**src/rtl/h264_nal_unit_splitter_defines.svh**
```systemverilog
// ---------------------------------------------------------------------------
// H.264 NAL unit splitter assertion macros
// Shared concurrent assertion forms, sampled on clk, gated by rst_n.
// ---------------------------------------------------------------------------
`ifndef H264_NAL_UNIT_SPLITTER_DEFINES_SVH
`define H264_NAL_UNIT_SPLITTER_DEFINES_SVH

// same-cycle implication
`define SPL_ASSERT_NOW(label, ante, cons, msg) \
    label: assert property (@(posedge clk) disable iff (!rst_n) (ante) |-> (cons)) \
        else $error(msg);

// next-cycle implication
`define SPL_ASSERT_NEXT(label, ante, cons, msg) \
    label: assert property (@(posedge clk) disable iff (!rst_n) (ante) |=> (cons)) \
        else $error(msg);

`endif

```
**src/rtl/h264nal_pkg.sv**
```systemverilog
`timescale 1ns / 1ps
// ---------------------------------------------------------------------------
// H.264 NAL unit splitter package
// Payload structs, inter-module bundles and fixed constants.
// ---------------------------------------------------------------------------
package h264nal_pkg;

    localparam int BYTE_W      = 8;
    localparam int UNIT_LEN_W  = 12;
    localparam int SEQ_W       = 8;
    localparam int MAX_RESULTS = 3;
    localparam int QUEUE_DEPTH = 8;
    localparam int QUEUE_AW    = 3;
    localparam int QUEUE_LW    = 4;

    localparam logic [23:0]           START_CODE    = 24'h000001;
    localparam logic [UNIT_LEN_W-1:0] MAX_LEN_RESET = 12'd1400;
    localparam logic [1:0]            FILL_FULL     = 2'd3;

    typedef struct packed {
        logic [BYTE_W-1:0] data_byte;
        logic              end_of_stream;
    } item_t;

    typedef struct packed {
        logic [BYTE_W-1:0]     out_byte;
        logic                  unit_first;
        logic                  unit_last;
        logic [SEQ_W-1:0]      sequence_number;
        logic [UNIT_LEN_W-1:0] unit_length;
        logic                  overflow_error;
    } result_t;

    typedef struct packed {
        logic [1:0]               count;
        result_t [MAX_RESULTS-1:0] entry;
    } push_t;

    typedef struct packed {
        logic [QUEUE_LW-1:0] level;
    } queue_status_t;

endpackage

```
**src/rtl/h264nal_parser.sv**
```systemverilog
`timescale 1ns / 1ps
// ---------------------------------------------------------------------------
// H.264 NAL unit splitter parser
// Start code window, unit tracking, length check and result generation.
// ---------------------------------------------------------------------------
module h264nal_parser #(
    parameter int LENGTH_BITS = 12
) (
    input  logic                                  clk,
    input  logic                                  rst_n,
    input  logic                                  cfg_valid,
    input  logic [h264nal_pkg::UNIT_LEN_W-1:0]    cfg_data,
    input  logic                                  take,
    input  h264nal_pkg::item_t                    item,
    output h264nal_pkg::push_t                    push
);

    localparam int CW = ((LENGTH_BITS > h264nal_pkg::UNIT_LEN_W) ?
                         LENGTH_BITS : h264nal_pkg::UNIT_LEN_W) + 2;
    localparam logic [CW-1:0] LEN_LIMIT = CW'((64'd1 << LENGTH_BITS) - 64'd1);

    logic [h264nal_pkg::UNIT_LEN_W-1:0] max_len_reg;
    logic [23:0]                        window_reg,  window_next;
    logic [1:0]                         fill_reg,    fill_next;
    logic                               inside_reg,  inside_next;
    logic                               first_reg,   first_next;
    logic [LENGTH_BITS-1:0]             len_reg,     len_next;
    logic [h264nal_pkg::SEQ_W-1:0]      seq_reg,     seq_next;
    logic                               halted_reg,  halted_next;

    always_ff @(posedge clk or negedge rst_n)
    begin
        if (!rst_n)
        begin
            max_len_reg <= h264nal_pkg::MAX_LEN_RESET;
            window_reg  <= '0;
            fill_reg    <= '0;
            inside_reg  <= 1'b0;
            first_reg   <= 1'b0;
            len_reg     <= '0;
            seq_reg     <= '0;
            halted_reg  <= 1'b0;
        end
        else
        begin
            if (cfg_valid)
            begin
                max_len_reg <= cfg_data;
            end
            window_reg <= window_next;
            fill_reg   <= fill_next;
            inside_reg <= inside_next;
            first_reg  <= first_next;
            len_reg    <= len_next;
            seq_reg    <= seq_next;
            halted_reg <= halted_next;
        end
    end

    always_comb
    begin
        logic [23:0]   new_window;
        logic          start;
        logic          stop;
        logic [CW-1:0] len_k;
        logic [CW-1:0] done_k;
        logic [1:0]    idx;
        logic [7:0]    b;

        window_next = window_reg;
        fill_next   = fill_reg;
        inside_next = inside_reg;
        first_next  = first_reg;
        len_next    = len_reg;
        seq_next    = seq_reg;
        halted_next = halted_reg;
        push        = '0;
        new_window  = {window_reg[15:0], item.data_byte};
        start       = (fill_reg >= 2'd2) && (new_window == h264nal_pkg::START_CODE);
        stop        = 1'b0;
        len_k       = '0;
        done_k      = '0;
        idx         = '0;
        b           = '0;

        if (take && !halted_reg)
        begin
            if (item.end_of_stream)
            begin
                if (inside_reg)
                begin
                    for (int k = 0; k < h264nal_pkg::MAX_RESULTS; k++)
                    begin
                        if ((2'(k) < fill_reg) && !stop)
                        begin
                            len_k  = CW'(len_reg) + CW'(k + 1);
                            done_k = CW'(len_reg) + CW'(k);
                            idx    = fill_reg - 2'(k) - 2'd1;
                            case (idx)
                                2'd0:    b = window_reg[7:0];
                                2'd1:    b = window_reg[15:8];
                                default: b = window_reg[23:16];
                            endcase
                            push.count = 2'(k + 1);
                            if ((len_k > CW'(max_len_reg)) || (len_k > LEN_LIMIT))
                            begin
                                push.entry[k].sequence_number = seq_reg;
                                push.entry[k].unit_length     =
                                    done_k[h264nal_pkg::UNIT_LEN_W-1:0];
                                push.entry[k].overflow_error  = 1'b1;
                                halted_next = 1'b1;
                                stop        = 1'b1;
                            end
                            else
                            begin
                                push.entry[k].out_byte        = b;
                                push.entry[k].unit_first      = first_reg && (k == 0);
                                push.entry[k].unit_last       = (idx == 2'd0);
                                push.entry[k].sequence_number = seq_reg;
                                push.entry[k].unit_length     =
                                    len_k[h264nal_pkg::UNIT_LEN_W-1:0];
                                if (idx == 2'd0)
                                begin
                                    seq_next = seq_reg + 1'b1;
                                end
                            end
                        end
                    end
                end
                window_next = '0;
                fill_next   = '0;
                inside_next = 1'b0;
                first_next  = 1'b0;
                len_next    = '0;
            end
            else
            begin
                if ((fill_reg == h264nal_pkg::FILL_FULL) && inside_reg)
                begin
                    len_k      = CW'(len_reg) + CW'(1);
                    push.count = 2'd1;
                    if ((len_k > CW'(max_len_reg)) || (len_k > LEN_LIMIT))
                    begin
                        push.entry[0].sequence_number = seq_reg;
                        push.entry[0].unit_length     =
                            h264nal_pkg::UNIT_LEN_W'(CW'(len_reg));
                        push.entry[0].overflow_error  = 1'b1;
                        halted_next = 1'b1;
                    end
                    else
                    begin
                        push.entry[0].out_byte        = window_reg[23:16];
                        push.entry[0].unit_first      = first_reg;
                        push.entry[0].unit_last       = start;
                        push.entry[0].sequence_number = seq_reg;
                        push.entry[0].unit_length     =
                            len_k[h264nal_pkg::UNIT_LEN_W-1:0];
                        len_next   = len_k[LENGTH_BITS-1:0];
                        first_next = 1'b0;
                        if (start)
                        begin
                            seq_next    = seq_reg + 1'b1;
                            inside_next = 1'b0;
                            len_next    = '0;
                        end
                    end
                end
                window_next = new_window;
                if (fill_reg != h264nal_pkg::FILL_FULL)
                begin
                    fill_next = fill_reg + 2'd1;
                end
                if (start)
                begin
                    inside_next = 1'b1;
                    first_next  = 1'b1;
                    len_next    = '0;
                end
            end
        end
    end

endmodule

```
**src/rtl/h264nal_queue.sv**
```systemverilog
`timescale 1ns / 1ps
// ---------------------------------------------------------------------------
// H.264 NAL unit splitter result queue
// Takes up to three results per cycle, hands out one per transaction.
// ---------------------------------------------------------------------------
module h264nal_queue (
    input  logic                       clk,
    input  logic                       rst_n,
    input  h264nal_pkg::push_t         push,
    input  logic                       pop,
    output h264nal_pkg::result_t       head,
    output h264nal_pkg::queue_status_t status
);

    h264nal_pkg::result_t mem_reg [h264nal_pkg::QUEUE_DEPTH];

    logic [h264nal_pkg::QUEUE_AW-1:0] wr_ptr_reg, wr_ptr_next;
    logic [h264nal_pkg::QUEUE_AW-1:0] rd_ptr_reg, rd_ptr_next;
    logic [h264nal_pkg::QUEUE_LW-1:0] level_reg,  level_next;

    always_ff @(posedge clk)
    begin
        for (int k = 0; k < h264nal_pkg::MAX_RESULTS; k++)
        begin
            if (2'(k) < push.count)
            begin
                mem_reg[wr_ptr_reg + h264nal_pkg::QUEUE_AW'(k)] <= push.entry[k];
            end
        end
    end

    always_ff @(posedge clk or negedge rst_n)
    begin
        if (!rst_n)
        begin
            wr_ptr_reg <= '0;
            rd_ptr_reg <= '0;
            level_reg  <= '0;
        end
        else
        begin
            wr_ptr_reg <= wr_ptr_next;
            rd_ptr_reg <= rd_ptr_next;
            level_reg  <= level_next;
        end
    end

    always_comb
    begin
        wr_ptr_next = wr_ptr_reg + h264nal_pkg::QUEUE_AW'(push.count);
        rd_ptr_next = rd_ptr_reg + h264nal_pkg::QUEUE_AW'(pop);
        level_next  = level_reg + h264nal_pkg::QUEUE_LW'(push.count)
                      - h264nal_pkg::QUEUE_LW'(pop);
    end

    assign head         = mem_reg[rd_ptr_reg];
    assign status.level = level_reg;

endmodule

```
**src/rtl/h264_nal_unit_splitter.sv**
```systemverilog
`timescale 1ns / 1ps
// Results are queued by the transaction that causes them.
// Throughput: one byte per cycle; end of stream yields up to three results,
// drained one per cycle while result_ready is high, from an eight-entry queue
// that gates input ready. Reset (rst_n low, asynchronous): window, unit state,
// counters, halt and queue clear; maximum unit length returns to 1400.
// ---------------------------------------------------------------------------
// H.264 NAL unit splitter
// Splits an Annex B byte stream into NAL units with sequence and length.
// ---------------------------------------------------------------------------
`include "h264_nal_unit_splitter_defines.svh"

module h264_nal_unit_splitter #(
    parameter int LENGTH_BITS = 12
) (
    input  logic                               clk,
    input  logic                               rst_n,
    input  logic                               cfg_valid,
    output logic                               cfg_ready,
    input  logic [h264nal_pkg::UNIT_LEN_W-1:0] cfg_data,
    input  logic                               item_valid,
    output logic                               item_ready,
    input  h264nal_pkg::item_t                 item,
    output logic                               result_valid,
    input  logic                               result_ready,
    output h264nal_pkg::result_t               result
);

    h264nal_pkg::push_t         push;
    h264nal_pkg::queue_status_t status;
    logic                       take;
    logic                       pop;

    assign cfg_ready    = 1'b1;
    assign item_ready   = status.level <= h264nal_pkg::QUEUE_LW'(
                              h264nal_pkg::QUEUE_DEPTH - h264nal_pkg::MAX_RESULTS);
    assign take         = item_valid && item_ready;
    assign result_valid = status.level != '0;
    assign pop          = result_valid && result_ready;

    h264nal_parser #(
        .LENGTH_BITS (LENGTH_BITS)
    ) u_parser (
        .clk       (clk),
        .rst_n     (rst_n),
        .cfg_valid (cfg_valid),
        .cfg_data  (cfg_data),
        .take      (take),
        .item      (item),
        .push      (push)
    );

    h264nal_queue u_queue (
        .clk    (clk),
        .rst_n  (rst_n),
        .push   (push),
        .pop    (pop),
        .head   (result),
        .status (status)
    );

    `SPL_ASSERT_NOW(a_room_for_burst, item_ready, status.level <= 4'd5, "queue lacks room")
    `SPL_ASSERT_NOW(a_first_length, result_valid && result.unit_first, result.unit_length == 12'd1, "first byte length")
    `SPL_ASSERT_NEXT(a_error_final, pop && result.overflow_error, !result_valid, "result after error")

endmodule

```
**config.mk**
```make
export PLATFORM = sky130hd
export DESIGN_NAME = h264_nal_unit_splitter
export DESIGN_NICKNAME = d
export VERILOG_FILES = /design/src/rtl/h264nal_pkg.sv /design/src/rtl/h264nal_parser.sv /design/src/rtl/h264nal_queue.sv /design/src/rtl/h264_nal_unit_splitter.sv
export VERILOG_INCLUDE_DIRS = /design/src /design/src/rtl
export SDC_FILE = /design/constraint.sdc
export NUM_CORES = 1
export LEC_CHECK = 0
export CAP_MARGIN = 20
export CORE_MARGIN = 1
export CORE_UTILIZATION = 40
export DETAILED_ROUTE_END_ITERATION = 10
export DONT_BUFFER_PORTS = 1
export SYNTH_ARGS = -nofsm -noshare
export SYNTH_HDL_FRONTEND = slang
export SYNTH_SLANG_ARGS = --single-unit
```
**constraint.sdc**
```tcl
create_clock -name clk -period 5.8 [get_ports clk]
set_clock_uncertainty 0.05 [all_clocks]
set_input_delay 0.87 -clock clk [delete_from_list [all_inputs] [get_ports clk]]
set_output_delay 0.87 -clock clk [all_outputs]
set_load 0.05 [all_outputs]
```
; Word level (Yosys, flattened, before mapping)
; Memory sizes are Yosys's and may differ from the RTL's.
; Cells that the tools add are included.
[word_totals]
register_bits = 71
mem_bits_rw = 248
in_bits = 26
out_inout_bits = 34
word_cells = 152
memories = 1
[mem_list]
columns = name, words, word_bits, rd, rd_clocked_by_memory_dff, wr, line
row1 = u_queue.mem_reg, 8, 31, 1, 0, 3, h264nal_queue.sv:15  ; h264nal_pkg::result_t mem_reg [h264nal_pkg::QUEUE_DEPTH];
[op_classes]
n_addsub = 15
order_cmp = 14
n_eq_ne = 9
n_mux = 76
n_reduce_logical = 26
[ops]
columns = operator, n
row1 = $mux W95, 2
row2 = $mux W31, 4
row3 = $mux W8, 14
row4 = $mux W12, 7
row5 = $mux W62, 1
row6 = $pmux W8 S2, 3
row7 = $gt A14 B12 Y1, 3
row8 = $gt A14 B12 Y1 const B, 3
row9 = $mux W10, 4
row10 = $mux W1, 35
row11 = $mux W33, 1
row12 = $add A12 B2 Y13 const B, 2
row13 = $eq A24 B1 Y1 const B, 1
row14 = $mux W24, 1
row15 = $add A12 B1 Y13 const B, 1
row16 = $add A8 B1 Y8 const B, 1
row17 = $lt A1 B2 Y1 const A, 4
row18 = $mux W2, 4
row19 = $logic_and A1 B1 Y1, 7
row20 = $eq A2 B1 Y1 const B, 3
row21 = $logic_not A2 Y1, 3
row22 = $reduce_and A3 Y1, 2
row23 = $reduce_bool A2 Y1, 3
row24 = $sub A2 B1 Y2 const B, 3
row25 = 21 further kinds, 28

; Logic depth before layout (Yosys ltp)
; Gate-level depths: netlist (run 1).
[logic_depth]
word_depth = 23
mapped_depth = 20
ltp_nobuf = 17

; By module
; Synthesis (run 1) repeated with hierarchy kept, for this count alone.
[unflattened]
cells_unflattened = 2552
hier_area_um2 = 22988.3
[modules_own_cells]
columns = mod, instances, cells_each, area_each_um2, seq_area_each_um2
row1 = h264nal_queue, 1, 1791, 17214.0, 7697.4
row2 = h264nal_parser, 1, 755, 5731.7, 1534.0
row3 = h264_nal_unit_splitter, 1, 6, 42.5, 0.0

; Worst setup path after synthesis (run 1)
; Ideal clock, no wire load.
[synth_path]
kind = flip-flop to flip-flop
startpoint = register u_parser.len_reg[1]
endpoint = memory u_queue.mem_reg[1][0] in the netlist's numbering, enable pin
setup_time_ps = 543
arrival_ps = 4461
required_time_ps = 5207
setup_slack_ps = 746
path_stages_with_launch = 18
n_path_buf = 3
period_less_slack_ps = 5054
path_cell_list = dfrtp_1 ha_1 clkbuf_1 nand3_1 nor3_1 nand2_1 xnor2_1 ha_1 nand4_1 or2_1 o32a_1 or3_1 clkbuf_1 o21ai_1 a211oi_1 nand2_1 buf_1 nand3_1
[synth_lines]
columns = item, line
row1 = start: declaration, h264nal_parser.sv:27  ; logic [LENGTH_BITS-1:0] len_reg, len_next;
row2 = start signal: assignment, h264nal_parser.sv:54  ; len_reg <= len_next;
row3 = end: declaration, h264nal_queue.sv:15

==> impl_metrics.tcl, run 1 <==
set metrics [dict create \
    cp-end-kind "flop" \
    ys_seq_area_share_pct 46.4 \
    grt_first_pass_wirelength_um 99000 \
    syn_to_final_growth_pct 10.4 \
    cp_slowest_cell "o21ai_0" \
    cp_common_cell "nand3_1" \
    grt_pass1_vias 15400 \
    period_share_pct 92.7 \
    drive_above_1_share_pct 15.7 \
    ir_drop_mv 0.265 \
    vias 16100 \
    synth.area.mux_share_pct 9.89 \
    outcome "completed" \
    cts_setup_buffers 0 \
    wire_per_inst_um 26.8 \
    clock_path_buffers 3 \
    cts.sinks 319 \
    multiInputGateArea_sq_um 9760 \
    synth-xor-area-share_pct 2.31 \
    hold_violations 0 \
    worst_slew_pin_slew_ps 1150 \
    cts_buffers 37 \
    largest_reg_flops 248 \
    max_stage_delay_ps 660 \
    synth_top_area_cell "edfxtp_1" \
    fp.dieW_um 224 \
    gr-total-overflow 0 \
    synthTopCellsByArea "edfxtp_1 (37%), dfrtp_1 (8.3%), mux4_2 (7.1%)" \
    ys.flop_type "edfxtp_1" \
    route.antenna.remaining_nets 0 \
    synth-compound-area-share_pct 20.7 \
    dieArea_sq_um 50100 \
    synth_fa_ha_area_share_pct 3.95 \
    grt.total_usage_pct 26.2 \
    nNetsFinal 1869 \
    startpoint_type "flop" \
    final_common_cell "edfxtp_1" \
    slew_headroom_pct 23.4 \
    totalWireLength_um 66000 \
    cts_tree "yes" \
    max_freq_mhz 186 \
    synth_top_family_by_area "compound AO/OA/AOI/OAI gates" \
    netlist_instances 1840 \
    synth-simple-area-share_pct 12.1 \
    seqPwrFrac_pct 38.2 \
    setup_violations 0 \
    path_cells "ha_2, nand3_1, nor3_1, nand2_1, xnor2_1, ha_1, nand4_1, or2_1, o32a_1, o31ai_1, nand3_1, nor2_1, buf_4, o211ai_1, o21ai_0" \
    io_pins 60 \
    nFillCells 4391 \
    remaining_drc_errors 0 \
    ys_warn_count 0 \
    power_frac_clock_pct 31.9 \
    clk_latency_ps 560 \
    layout_common_cells "edfxtp_1 (240), nand2_1 (224), o21ai_0 (180)" \
    worstReg2RegStart "u_parser.len_reg[2]" \
    antenna_cells 0 \
    finalWorstSetupSlack_ps 426 \
    power_switching_mw 2.70 \
    drv_slew 0 \
    cap_violations 0 \
    hpwl_um 44700 \
    synth_cell_types 87 \
    seqCellArea_sq_um 9160 \
    fin_tns_setup_ps 0 \
    synth_fp_nets 1927 \
    h-tree-depth 2 \
    power.density_nw_per_um2 339 \
    start_util_pct 40.9 \
    clk_pin_slew_ps 60 \
    drt_iter0_drc 2141 \
    async_reset_ff_share_pct 22.3 \
    crit_required_ps 6020 \
    startpoint "u_parser.len_reg[2]" \
    cts_root_buf "clkbuf_16" \
    crit_fanout 22 \
    criticalPathCategory "reg -> reg" \
    synth_top_area_share_pct 36.6 \
    arrival_ps 5600 \
    place_congestion 0.961 \
    min_path_type "in -> async" \
    ys_ff_latch 319 \
    combPwrFrac_pct 29.8 \
    grt_max_degree 66 \
    internal-power_mw 4.67 \
    rsz0062_at_grt "false" \
    synth.avg_cell_area_sq_um 10.7 \
    core-area_sq_um 48100 \
    rows 80 \
    swShare_pct 36.7 \
    dp_slack_ps 362 \
    fin_hold_ws_ps 111 \
    fin_crit_ps 5370 \
    synth_edf_count 240 \
    dieHeight_um 224 \
    viasPerCell 6.52 \
    numPortBuffers 0 \
    syn_area_sq_um 19700 \
    leakage_nw 7.21 \
    first_pass_iters 6 \
    antenna_found_initial 0 \
]
[logic make-up after synthesis]
logic type | Yosys count
xor+xnor | 52
simple gates | 491
buf+inv | 221
fa+ha+maj | 61
compound gates | 583
flops | 319
other cells | 1
mux | 112
[metrics by stage]
stage                     std cells  utilization, %  total power, mW  cell area, sq um
after CTS                      2465            45.1             7.41             21700
final                          2465            45.2             7.37             21700
after global placement         2398            42.6             5.03             20500
after global routing           2465            45.2             7.63             21700
after detailed placement       2398            42.6             5.06             20500
after floorplan                1840               -             4.57             19700
[what timing repair did]
item | 4_1_cts | 5_1_grt
endpoints found under the setup margin | 0 | 118
hold endpoints to repair | 65 | 0
hold buffers | 1 | 0
gates resized for setup | 0 | 5
[synth_stat cells (6+ instances only)]
cell type / n
a21o_1: 6
a21oi_1: 33
a221o_1: 10
a22o_1: 9
a22oi_1: 104
a2bb2oi_1: 15
and2_1: 12
and3_1: 14
buf_1: 18
buf_2: 33
clkbuf_1: 114
dfrtp_1: 65
dfstp_2: 6
dfxtp_1: 8
edfxtp_1: 240
ha_1: 59
inv_1: 50
mux2_2: 40
mux2i_1: 8
mux4_2: 62
nand2_1: 224
nand2b_1: 9
nand3_1: 60
nand4_1: 17
nor2_1: 60
nor2b_1: 8
nor3_1: 20
nor4_1: 19
o211ai_1: 28
o21ai_0: 180
o21ai_1: 15
o21bai_1: 9
o221ai_1: 80
o22a_1: 27
o22ai_1: 9
o2bb2a_1: 6
o31ai_1: 11
or3_1: 11
xnor2_1: 36
xor2_1: 16
[power by group through the flow]
stage          logic [mW]  clock network (mW)  registers, mW
2_1_floorplan        1.89                   0           2.69
3_3_place_gp         2.18                   0           2.86
3_5_place_dp         2.19                   0           2.87
4_1_cts              2.21                2.38           2.82
5_1_grt              2.32                2.46           2.84
6_report             2.20                2.35           2.82
[worst max-delay path: cells and delay by family, from the launching register on]
| kind | cells | cell delay, ps |
|---|---|---|
| AOI/OAI and AO/OA | 4 | 1800 |
| adders and majority gates | 2 | 720 |
| xor gates and xnor gates | 1 | 180 |
| DFF | 1 | 560 |
| buffers and inverters | 1 | 340 |
| and+or+nand+nor | 7 | 1410 |
[final cells by class]
class	count	share of cell area [%]
multi-input combinational	1300	44.9
inverter	51	0.880
tap	656	3.77
clock buffer	46	4.60
timing repair buffer	73	2.90
sequential	319	42.1
clock inverter	20	0.857
[path summary, 6_finish.rpt]
check                                          end  cells after the start  slack [ps]
max                          u_queue.mem_reg[0][8]                     15         430
min                        u_parser.max_len_reg[3]                      0         110
max reg2reg                  u_queue.mem_reg[0][8]                     15         430
min reg2reg                 u_queue.mem_reg[0][22]                      2         420
max in group asynchronous  u_parser.window_reg[21]                      1        5170
min in group clk           u_parser.max_len_reg[5]                      1         310
[routing by layer]
layer | track usage [%] | up-vias | wire [um]
met2 | 40.2 | 966 | 30000
li1 | - | 7031 | -
met4 | 7.27 | 0 | 1500
met5 | 0 | - | 0
met3 | 7.65 | 124 | 7450
met1 | 35.9 | 7963 | 27100
Note: power is estimated with default switching activity, not from simulation.
==> inputs of run 2 (changes only) <==
--- a/config.mk
+++ b/config.mk
@@ -6,9 +6,10 @@
 export SDC_FILE = /design/constraint.sdc
 export NUM_CORES = 1
 export LEC_CHECK = 0
+export ABC_AREA = 1
 export CAP_MARGIN = 20
 export CORE_MARGIN = 1
-export CORE_UTILIZATION = 40
+export CORE_UTILIZATION = 25
 export DETAILED_ROUTE_END_ITERATION = 10
 export DONT_BUFFER_PORTS = 1
 export SYNTH_ARGS = -nofsm -noshare
==> run 2 against run 1 <==
Net effect: critical path depth is 4 higher; global-route usage is 7.2 points lower; clock-buffer cell count is 2 higher.
==> impl_metrics.tcl, run 2 <==
set metrics [dict create \
    crit_fanout 20 \
    seqPwrFrac_pct 35.4 \
    fin_total_pwr_mw 7.29 \
    synth.avg_cell_area_sq_um 7.96 \
    internal-power_mw 4.49 \
    place_congestion 0.971 \
    ys_ff_latch 319 \
    fin_crit_ps 5090 \
    remaining_drc_errors 0 \
    hold_buffers 1 \
    setup_violations 0 \
    hold_violations 0 \
    drive_above_1_share_pct 9.40 \
    slew_headroom_pct 27.7 \
    worst_slew_pin_slew_ps 1080 \
    hpwl_um 57400 \
    cap_violations 0 \
    largest_reg_flops 248 \
    async_reset_ff_share_pct 22.3 \
    ys.flop_type "edfxtp_1" \
    cts_setup_buffers 0 \
    synth_cell_types 56 \
    final_common_cell "nand2_1" \
    core-area_sq_um 82200 \
    synth_top_area_share_pct 34.6 \
    totalWireLength_um 82200 \
    nNetsFinal 2686 \
    multiInputGateArea_sq_um 10100 \
    wire_per_inst_um 22.2 \
    antenna_found_initial 0 \
    grt.total_usage_pct 19.0 \
    ys_warn_count 0 \
    cp-end-kind "flop" \
    nFillCells 8798 \
    max_stage_delay_ps 520 \
    dp_slack_ps 793 \
    criticalPathCategory "reg -> reg" \
    outcome "completed" \
    combPwrFrac_pct 30.8 \
    grt_max_degree 92 \
    synth_edf_count 240 \
    dieArea_sq_um 84400 \
    arrival_ps 5350 \
    worstRegToRegCells 19 \
    fp.dieW_um 290 \
    drv_slew 0 \
    rsz0062_at_grt "false" \
    clk_pin_slew_ps 60 \
    swShare_pct 38.5 \
    period_share_pct 87.7 \
    min_path_type "in -> async" \
    route.antenna.remaining_nets 0 \
    layout_common_cells "nand2_1 (485), nor2_1 (394), edfxtp_1 (240)" \
    gr-total-overflow 0 \
    cts_root_buf "clkbuf_16" \
    max_freq_mhz 197 \
    seqCellArea_sq_um 9160 \
    grt_first_pass_wirelength_um 123000 \
    first_pass_iters 6 \
    synth_top_area_cell "edfxtp_1" \
    power_switching_mw 2.80 \
    io_pins 60 \
    cp_common_cell "nand3_1" \
    synthTopCellsByCount "nand2_1 (485), nor2_1 (394), edfxtp_1 (240)" \
    numPortBuffers 0 \
    cts.sinks 319 \
    clk_latency_ps 560 \
    power.density_nw_per_um2 309 \
    viasPerCell 5.39 \
    startpoint_type "flop" \
    antenna_cells 0 \
    drt_iter0_drc 2752 \
    ctsResizeCount 0 \
    path_cells "ha_1, inv_1, nor3_1, xor2_1, inv_1, ha_1, nand3_1, nor3b_1, nand3_1, nand3_1, nand3_1, nand3_4, nand2_2, nand2_1, nand2_2, nand2_1, buf_4, nand3_2, buf_12" \
    synthTopCellsByArea "edfxtp_1 (35%), nand2_1 (8.8%), dfrtp_1 (7.8%)" \
    synth_most_common_cell "nand2_1" \
    fin_tns_setup_ps 0 \
    clock_path_buffers 3 \
    crit_required_ps 6060 \
    synth_fp_nets 2701 \
    ir_drop_mv 0.242 \
    rows 105 \
    ys_seq_area_share_pct 44.0 \
    netlist_instances 2614 \
    h-tree-depth 2 \
    grt_pass1_vias 18600 \
    vias 19900 \
    dieHeight_um 290 \
    syn_to_final_growth_pct 13.4 \
    finalWorstSetupSlack_ps 713 \
    syn_area_sq_um 20800 \
    cp_slowest_cell "dfrtp_1" \
    start_util_pct 25.3 \
    power_frac_clock_pct 33.8 \
    cts_tree "yes" \
    leakage_nw 8.47 \
    cts_buffers 38 \
]
## run 2: cell types whose count changed after synthesis, moves of 33 or more
cell / previous run / this run
nand2_1: 224 / 485
mux2_2: 40 / 1
a21oi_1: 33 / 101
a31oi_1: 1 / 50
a22oi_1: 104 / 5
o211ai_1: 28 / 87
xnor2_1: 36 / 3
nor2_1: 60 / 394
nand3_1: 60 / 153
inv_1: 50 / 231
mux4_2: 62 / 0
o22ai_1: 9 / 62
## run 2: worst paths after layout
| path | start | to | slack (ps) |
|---|---|---|---|
| min reg2reg | u_parser.halted_reg | u_parser.halted_reg | 410 |
| min in group clk | cfg_valid | u_parser.max_len_reg[10] | 330 |
| max | u_parser.len_reg[2] | u_queue.mem_reg[3][13] | 710 |
| max in group asynchronous | rst_n | u_parser.window_reg[23] | 5200 |
| max reg2reg | u_parser.len_reg[2] | u_queue.mem_reg[3][13] | 710 |
| min | rst_n | u_parser.max_len_reg[4] | 100 |
## run 2: kinds of logic (layout without fill, tap and decap cells)
logic type,count (synthesis),in the layout,share of synthesized area (%)
simple gates,1159,1159,23.8
compound gates,632,632,19.1
buf+inv,404,417,7.77
flops,319,319,44.0
fa+ha+maj,61,61,3.74
xor+xnor,37,37,1.56
other cells,1,1,0.0180
mux,1,1,0.0541
## run 2: layout make-up
cell class | count | area share, %
clock buffer | 48 | 4.37
clock inverter | 20 | 0.960
inverter | 254 | 4.06
multi-input combinational | 1891 | 42.7
sequential | 319 | 38.8
tap | 1070 | 5.68
timing repair buffer | 95 | 3.37
## run 2: power by group through the flow
stage	clock (mW)	sequential, mW	combinational [mW]
2_1_floorplan	0	2.53	1.57
3_3_place_gp	0	2.62	2.23
3_5_place_dp	0	2.62	2.25
4_1_cts	2.49	2.58	2.27
5_1_grt	2.57	2.58	2.42
6_report	2.47	2.58	2.24
## run 2: metal layers
metal  up-vias  track usage (%)  wire (um)
li1       9089                -          -
met1      9411             26.4      34100
met2      1226             28.7      35600
met3       211             4.20       9100
met4         0             7.08       3390
met5         -                0          0
## run 2: stage by stage
step / cell area, sq um / util (%) / hold WS [ps] / std cells
after floorplan: 20800 / - / 372 / 2614
after detailed placement: 22300 / 27.1 / 392 / 3628
final: 23600 / 28.7 / 104 / 3697
after global placement: 22300 / 27.1 / 390 / 3628
after CTS: 23600 / 28.7 / 73.5 / 3697
after global routing: 23600 / 28.7 / 85.0 / 3697
## run 2: worst max-delay path: cells and delay by family, from the launching register on
kind / cells / cell delay [ps]
DFF: 1 / 520
adders and majority gates: 2 / 710
and+or+nand+nor: 12 / 2270
buffers and inverters: 4 / 920
xor gates and xnor gates: 1 / 340
